<file path="src/sv/assert_macros.svh">
// Assertion macros shared by the trilinear sampler RTL.
`ifndef ASSERT_MACROS_SVH
`define ASSERT_MACROS_SVH

// Combinational property checked at every clock edge out of reset.
`define TGS_ASSERT(lbl, expr, msg) \
	lbl: assert property (@(posedge clk) disable iff (!arst_n) (expr)) else $error(msg);

// Overlapping implication checked at every clock edge out of reset.
`define TGS_ASSERT_IMPL(lbl, ante, cons, msg) \
	lbl: assert property (@(posedge clk) disable iff (!arst_n) (ante) |-> (cons)) else $error(msg);

// Next-cycle implication checked at every clock edge out of reset.
`define TGS_ASSERT_NEXT(lbl, ante, cons, msg) \
	lbl: assert property (@(posedge clk) disable iff (!arst_n) (ante) |=> (cons)) else $error(msg);

`endif

</file>
<file path="src/sv/tgs_pkg.sv">
// Types, constants and blend function of the trilinear grid sampler.
package tgs_pkg;
	localparam int GRID_DIM = 32;
	localparam int CELL_W = $clog2(GRID_DIM);
	localparam int HALF_W = CELL_W - 1;
	localparam int BANK_AW = 3 * HALF_W;
	localparam int NUM_BANKS = 8;
	localparam int BANK_DEPTH = 1 << BANK_AW;
	localparam int FRAC_W = 17;
	localparam logic [CELL_W-1:0] CELL_TOP = CELL_W'(GRID_DIM - 2);
	localparam logic [FRAC_W-1:0] ONE_Q16 = 17'd65536;

	typedef enum logic {
		OP_WRITE = 1'b0,
		OP_QUERY = 1'b1
	} opcode_t;

	localparam logic [2:0] REG_ORIGIN_X = 3'd0;
	localparam logic [2:0] REG_ORIGIN_Y = 3'd1;
	localparam logic [2:0] REG_ORIGIN_Z = 3'd2;
	localparam logic [2:0] REG_INV_X = 3'd3;
	localparam logic [2:0] REG_INV_Y = 3'd4;
	localparam logic [2:0] REG_INV_Z = 3'd5;

	typedef struct packed {
		logic [CELL_W-1:0] cidx;
		logic [FRAC_W-1:0] frac;
	} loc_t;

	// floor((a*(1-t) + b*t + 0.5) / 1), all in Q16 weights
	function automatic logic signed [15:0] lerp(input logic signed [15:0] a,
		input logic signed [15:0] b, input logic [FRAC_W-1:0] t);
		logic signed [17:0] wa;
		logic signed [17:0] wb;
		logic signed [33:0] pa;
		logic signed [33:0] pb;
		logic signed [34:0] s;
		wa = $signed({1'b0, ONE_Q16 - t});
		wb = $signed({1'b0, t});
		pa = a * wa;
		pb = b * wb;
		s = 35'(pa) + 35'(pb) + 35'sd32768;
		return s[31:16];
	endfunction
endpackage

</file>
<file path="src/sv/tgs_locate.sv">
// Three-stage axis mapper: world coordinate to cell index and Q1.16 fraction.
`include "assert_macros.svh"
module tgs_locate import tgs_pkg::*; (
	input  logic               clk,
	input  logic               arst_n,
	input  logic               en,
	input  logic signed [31:0] coord,
	input  logic signed [31:0] origin,
	input  logic        [31:0] inv_voxel,
	output loc_t               loc
);
	logic signed [32:0] d_s1;
	logic        [63:0] prod_s2;
	logic               neg_s2;
	loc_t               loc_s3;

	always_ff @(posedge clk or negedge arst_n) begin
		if (!arst_n) begin
			d_s1 <= '0;
			prod_s2 <= '0;
			neg_s2 <= 1'b0;
			loc_s3 <= '0;
		end else if (en) begin
			d_s1 <= 33'(coord) - 33'(origin);
			neg_s2 <= d_s1[32];
			prod_s2 <= 64'(d_s1[31:0]) * 64'(inv_voxel);
			if (neg_s2) begin
				loc_s3 <= '0;
			end else if (prod_s2[63:32] > 32'(CELL_TOP)) begin
				loc_s3.cidx <= CELL_TOP;
				loc_s3.frac <= ONE_Q16;
			end else begin
				loc_s3.cidx <= prod_s2[32 +: CELL_W];
				loc_s3.frac <= {1'b0, prod_s2[31:16]};
			end
		end
	end

	assign loc = loc_s3;

	`TGS_ASSERT_IMPL(a_full_frac_top_cell, loc_s3.frac[16],
		loc_s3.frac[15:0] == 16'd0 && loc_s3.cidx == CELL_TOP, "full fraction off top cell")
endmodule
</file>
<file path="config.mk">
export PLATFORM = sky130hd
export DESIGN_NAME = tgs_locate
export DESIGN_NICKNAME = d
export VERILOG_FILES = /design/src/sv/tgs_pkg.sv /design/src/sv/tgs_locate.sv
export VERILOG_INCLUDE_DIRS = /design/src /design/src/sv
export SDC_FILE = /design/constraint.sdc
export NUM_CORES = 2
export LEC_CHECK = 0
export ABC_AREA = 0
export BUFFER_PORTS_ARGS = -buffer_cell sky130_fd_sc_hd__clkbuf_2
export CAP_MARGIN = 20
export CORE_ASPECT_RATIO = 0.8
export CORE_UTILIZATION = 65
export CTS_CLUSTER_DIAMETER = 30
export DETAILED_ROUTE_END_ITERATION = 8
export HOLD_SLACK_MARGIN = 0.15
export PLACE_DENSITY = 0.83
export SYNTH_ARGS = -nofsm -noshare
export SYNTH_HDL_FRONTEND = slang
export SYNTH_SLANG_ARGS = --single-unit
</file>
<file path="constraint.sdc">
create_clock -name clk -period 13.5 [get_ports clk]
set_input_delay 2.7 -clock clk [delete_from_list [all_inputs] [get_ports clk]]
set_output_delay 2.7 -clock clk [all_outputs]
set_load 0.02 [all_outputs]
</file>
After elaboration in Yosys (flattened, before gate mapping)

Cells that the tools add are included.

Bits in registers: 120
Output and inout port bits: 22

Add/sub/neg operators: 1
Magnitude comparators: 1
Multipliers: 1
Muxes and demuxes: 2

Operator list:

| operator                                             | number |
|---|---|
| multiplier 32 x 32 -> 64 bit                         | 1 |
| two-way mux 22 bit                                   | 2 |
| subtractor 32 x 32 -> 33 bit                         | 1 |
| > comparator 32 x 5 -> 1 bit (second input constant) | 1 |

Logic depth before layout (Yosys ltp)

Word-level depth: 3
Depth in mapped cells: 28

Worst setup path after synthesis

OpenSTA, ideal clock, no wires.

Path kind: input port to flip-flop
From: input port inv_voxel[5]
To: register prod_s2[41]
Path slack: 3.732 ns
Library setup time: 0.125 ns
Cell stages on the path: 25
Buffers on the path: 2
Arrival: 9.643 ns
Cells stage by stage: clkbuf_1 -> and2_1 -> fa_1 -> fa_1 -> fa_1 -> inv_1 -> fa_1 -> inv_1 -> fa_1 -> fa_1 -> fa_1 -> inv_1 -> fa_1 -> inv_1 -> ha_1 -> clkbuf_1 -> nand3_1 -> or4_1 -> or4_1 -> o22a_1 -> nor3b_1 -> o31ai_1 -> a21oi_1 -> xnor2_1 -> mux2_2

Longest elaborated chain between the ends: 1

Ends and longest elaborated chain:

| what                         | RTL line         | text |
|---|---|---|
| from (decl)                  | tgs_locate.sv:9  | `input logic [31:0] inv_voxel,` |
| multiplier 32 x 32 -> 64 bit | tgs_locate.sv:26 | `prod_s2 <= 64'(d_s1[31:0]) * 64'(inv_voxel);` |
| to (signal assigned)         | tgs_locate.sv:26 |  |
| to (decl)                    | tgs_locate.sv:13 | `logic [63:0] prod_s2;` |

No other way between the ends.
A chain may end at the register's enable or synchronous reset.

Worst setup path in the final report

From: input port inv_voxel[5]
To: register prod_s2[49]

The elaborated chain is that of the path after synthesis.

==> results.py <==
metrics = {
    "synthesis": {
        "synthDistinctLibCells": 64,
        "ys.warnings.count": 0,
        "syn_nets": 5524,
        "synth.ff_latch_count": 104,
        "synth_flop_cell": "dfrtp_1",
        "synthCells": 4237,
        "syn_area_um2": 38800,
        "yosysTopAreaCell": "fa_1",
        "synthTopCellsByArea": "fa_1 46%, and2_1 9.6%, ha_1 9.4%, inv_1 9.2%, dfrtp_1 6.7%",
        "ys_seq_area_share_pct": 6.71,
        "synth_edf_count": 0,
        "avgSynthCellArea_um2": 9.16,
        "synth.most_common_cell": "inv_1",
        "synth_top_area_share_pct": 46.2,
        "synth_common_cells": "952 x inv_1, 896 x fa_1, 593 x and2_1",
        "synthArstFlopShare_pct": 100,
    },
    "cts": {
        "cts_resized": 0,
        "cts_setup_buffers": 0,
        "cts-root-buf": "clkbuf_16",
        "cts_tree": "yes",
        "clock-sinks": 104,
        "clkLatencyLatePin_ps": 360,
        "clkTransAtPathRegs_ps": 80,
        "cts_buffers": 9,
        "hold_buffers": 0,
        "clock_path_buffers": 2,
        "htree_levels": 3,
    },
    "detailed_routing": {
        "first_iter_violations": 2247,
        "final_antenna_net_count": 0,
        "vias": 28800,
        "route.detailed.drc": 0,
        "drt_pass1_iterations": 6,
        "viasPerCell": 5.83,
        "wire_per_inst_um": 19.2,
        "routed_wl_um": 95100,
    },
    "critical_path": {
        "critPathCaptureType": "flip-flop",
        "cp.arrival_ps": 10720,
        "cp-start-kind": "input pin",
        "timing.critical_path.fanout_max": 32,
        "cp.required_ps": 13750,
        "worstSetupPathType": "input pin to flip-flop",
    },
    "sta": {
        "max_freq_mhz": 95.5,
        "setup_viol": 0,
        "tns_ps": 0,
        "tightest_slew_ps": 977,
        "clock_skew_ps": 14.1,
        "slew-limit-headroom_pct": 34.9,
        "hold_viol": 0,
        "final.min_clock_period_ps": 10480,
        "post-route-period-util_pct": 77.6,
        "rsz0062_at_grt": "no",
        "maxSlewViolCount": 0,
    },
    "finish": {
        "nets": 5455,
        "syn_to_final_growth_pct": 3.38,
        "drive_above_1_share_pct": 5.87,
        "num-fill-cells": 4427,
    },
    "floorplan": {
        "die_w_um": 275,
        "num_io_pins": 121,
        "coreArea_um2": 58600,
        "fp.dieArea_um2": 60700,
        "row_count": 79,
        "die_y_um": 221,
        "initial_core_util_pct": 66.2,
    },
    "run_status": {
        "status": "complete, no violations",
    },
    "grt": {
        "grt_max_degree": 97,
        "grt_pass1_wl_um": 160000,
        "antenna_found_initial": 3,
        "grt_pass1_vias": 31300,
        "grt_overflow_total": 0,
        "gr-usage-all-layers_pct": 33.7,
    },
    "run": {
        "cap_violations": 0,
    },
    "placement": {
        "dp_hpwl_um": 76000,
        "port_buffers": 120,
        "finalWeightedCongestion": 0.984,
    },
    "hold_path": {
        "hold_path.class": "flip-flop to flip-flop",
    },
}
placed cells by master (no fill, tap or decap), drive strengths merged, types with 5 or more instances in the layout:
cell type | Yosys | final
a211o | 10 | 10
a211oi | 16 | 16
a21boi | 5 | 5
a21o | 52 | 52
a21oi | 99 | 99
a22o | 19 | 19
a31oi | 13 | 13
and2 | 593 | 593
and3 | 9 | 9
buf | 4 | 38
clkbuf | 232 | 127
dfrtp | 104 | 104
fa | 896 | 896
ha | 292 | 292
inv | 953 | 957
mux2 | 54 | 54
nand2 | 516 | 516
nand3 | 19 | 19
nand4 | 29 | 29
nor2 | 52 | 52
nor2b | 12 | 12
nor3 | 18 | 18
nor3b | 6 | 6
nor4 | 9 | 9
o211ai | 6 | 6
o21a | 6 | 6
o21ai | 57 | 57
o21bai | 16 | 16
o311ai | 5 | 5
o31ai | 10 | 10
or3 | 8 | 8
xnor2 | 40 | 40
xor2 | 21 | 21
layout make-up:
cell class | count | area (um2) | area share, %
antenna | 3 | 7.51 | 0.0187
clock buffer | 9 | 225 | 0.561
clock inverter | 7 | 92.6 | 0.231
inverter | 953 | 3580 | 8.91
multi-input combinational | 2944 | 31700 | 79.1
sequential | 104 | 2610 | 6.50
tap | 769 | 962 | 2.40
timing repair buffer | 156 | 916 | 2.28
logic make-up (layout without fill, tap and decap cells):
logic type | after synthesis | count (layout) | share of synthesized area, %
and+or+nand+nor | 1291 | 1291 | 17.1
other | 0 | 3 | 0
xor gates and xnor gates | 61 | 61 | 1.38
DFF | 104 | 104 | 6.71
AOI/OAI and AO/OA | 348 | 348 | 5.99
adders and majority gates | 1188 | 1188 | 55.6
muxes | 56 | 56 | 1.62
buffers and inverters | 1189 | 1125 | 11.5
metrics by stage:
stage,hold WS (ps),cell area [um2],instances,utilization (%),setup slack (ps)
after global routing,509,40100,4942,68.4,2640
final,499,40100,4945,68.5,3020
after floorplan,458,38800,4237,-,3730
after CTS,501,40100,4940,68.4,3090
after global placement,476,39700,4924,67.8,2820
after detailed placement,474,39700,4924,67.8,2780
sequential cells by signal, summed over array words and instances, names as in the netlist:
| signal | flops |
|---|---|
| prod_s2 | 48 |
| d_s1 | 33 |
| loc | 22 |
| neg_s2 | 1 |
critical path, stage by stage:
cell,delay (ps)
clkbuf_2,460
and2_1,380
fa_1,560
fa_1,440
fa_1,520
inv_1,50
fa_1,470
inv_1,50
fa_1,500
inv_1,60
fa_1,540
inv_1,60
fa_1,380
fa_1,470
ha_1,460
nand4_1,150
or4_1,520
or4_1,520
o22a_1,230
o2111ai_2,340
and2_1,250
a41oi_1,150
xnor2_1,160
mux2_2,260
worst paths after layout:
kind	start	endpoint	slack, ps	depth (start not counted)
max in group asynchronous	arst_n	d_s1[5]$_DFFE_PN0P_	10310	3
hold reg to reg	d_s1[30]$_DFFE_PN0P_	d_s1[30]$_DFFE_PN0P_	500	2
setup / recovery	inv_voxel[5]	prod_s2[49]$_DFFE_PN0P_	3020	24
min in group asynchronous	arst_n	loc[20]$_DFFE_PN0P_	2240	1
setup reg to reg	d_s1[12]$_DFFE_PN0P_	prod_s2[49]$_DFFE_PN0P_	5010	24
hold / removal	d_s1[30]$_DFFE_PN0P_	d_s1[30]$_DFFE_PN0P_	500	2
metal layers:
| layer | track usage (%) | up-vias | share of wire [%] |
|---|---|---|---|
| met4 | 10.2 | 2 | 3.2 |
| met1 | 45.8 | 14800 | 40 |
| met3 | 6.10 | 183 | 9.7 |
| li1 | - | 12400 | - |
| met2 | 55.6 | 1349 | 48 |
| met5 | 0 | - | 0.014 |
Power is not shown: default switching activity piles up to over one toggle a cycle in this logic, so the estimate is an artifact.
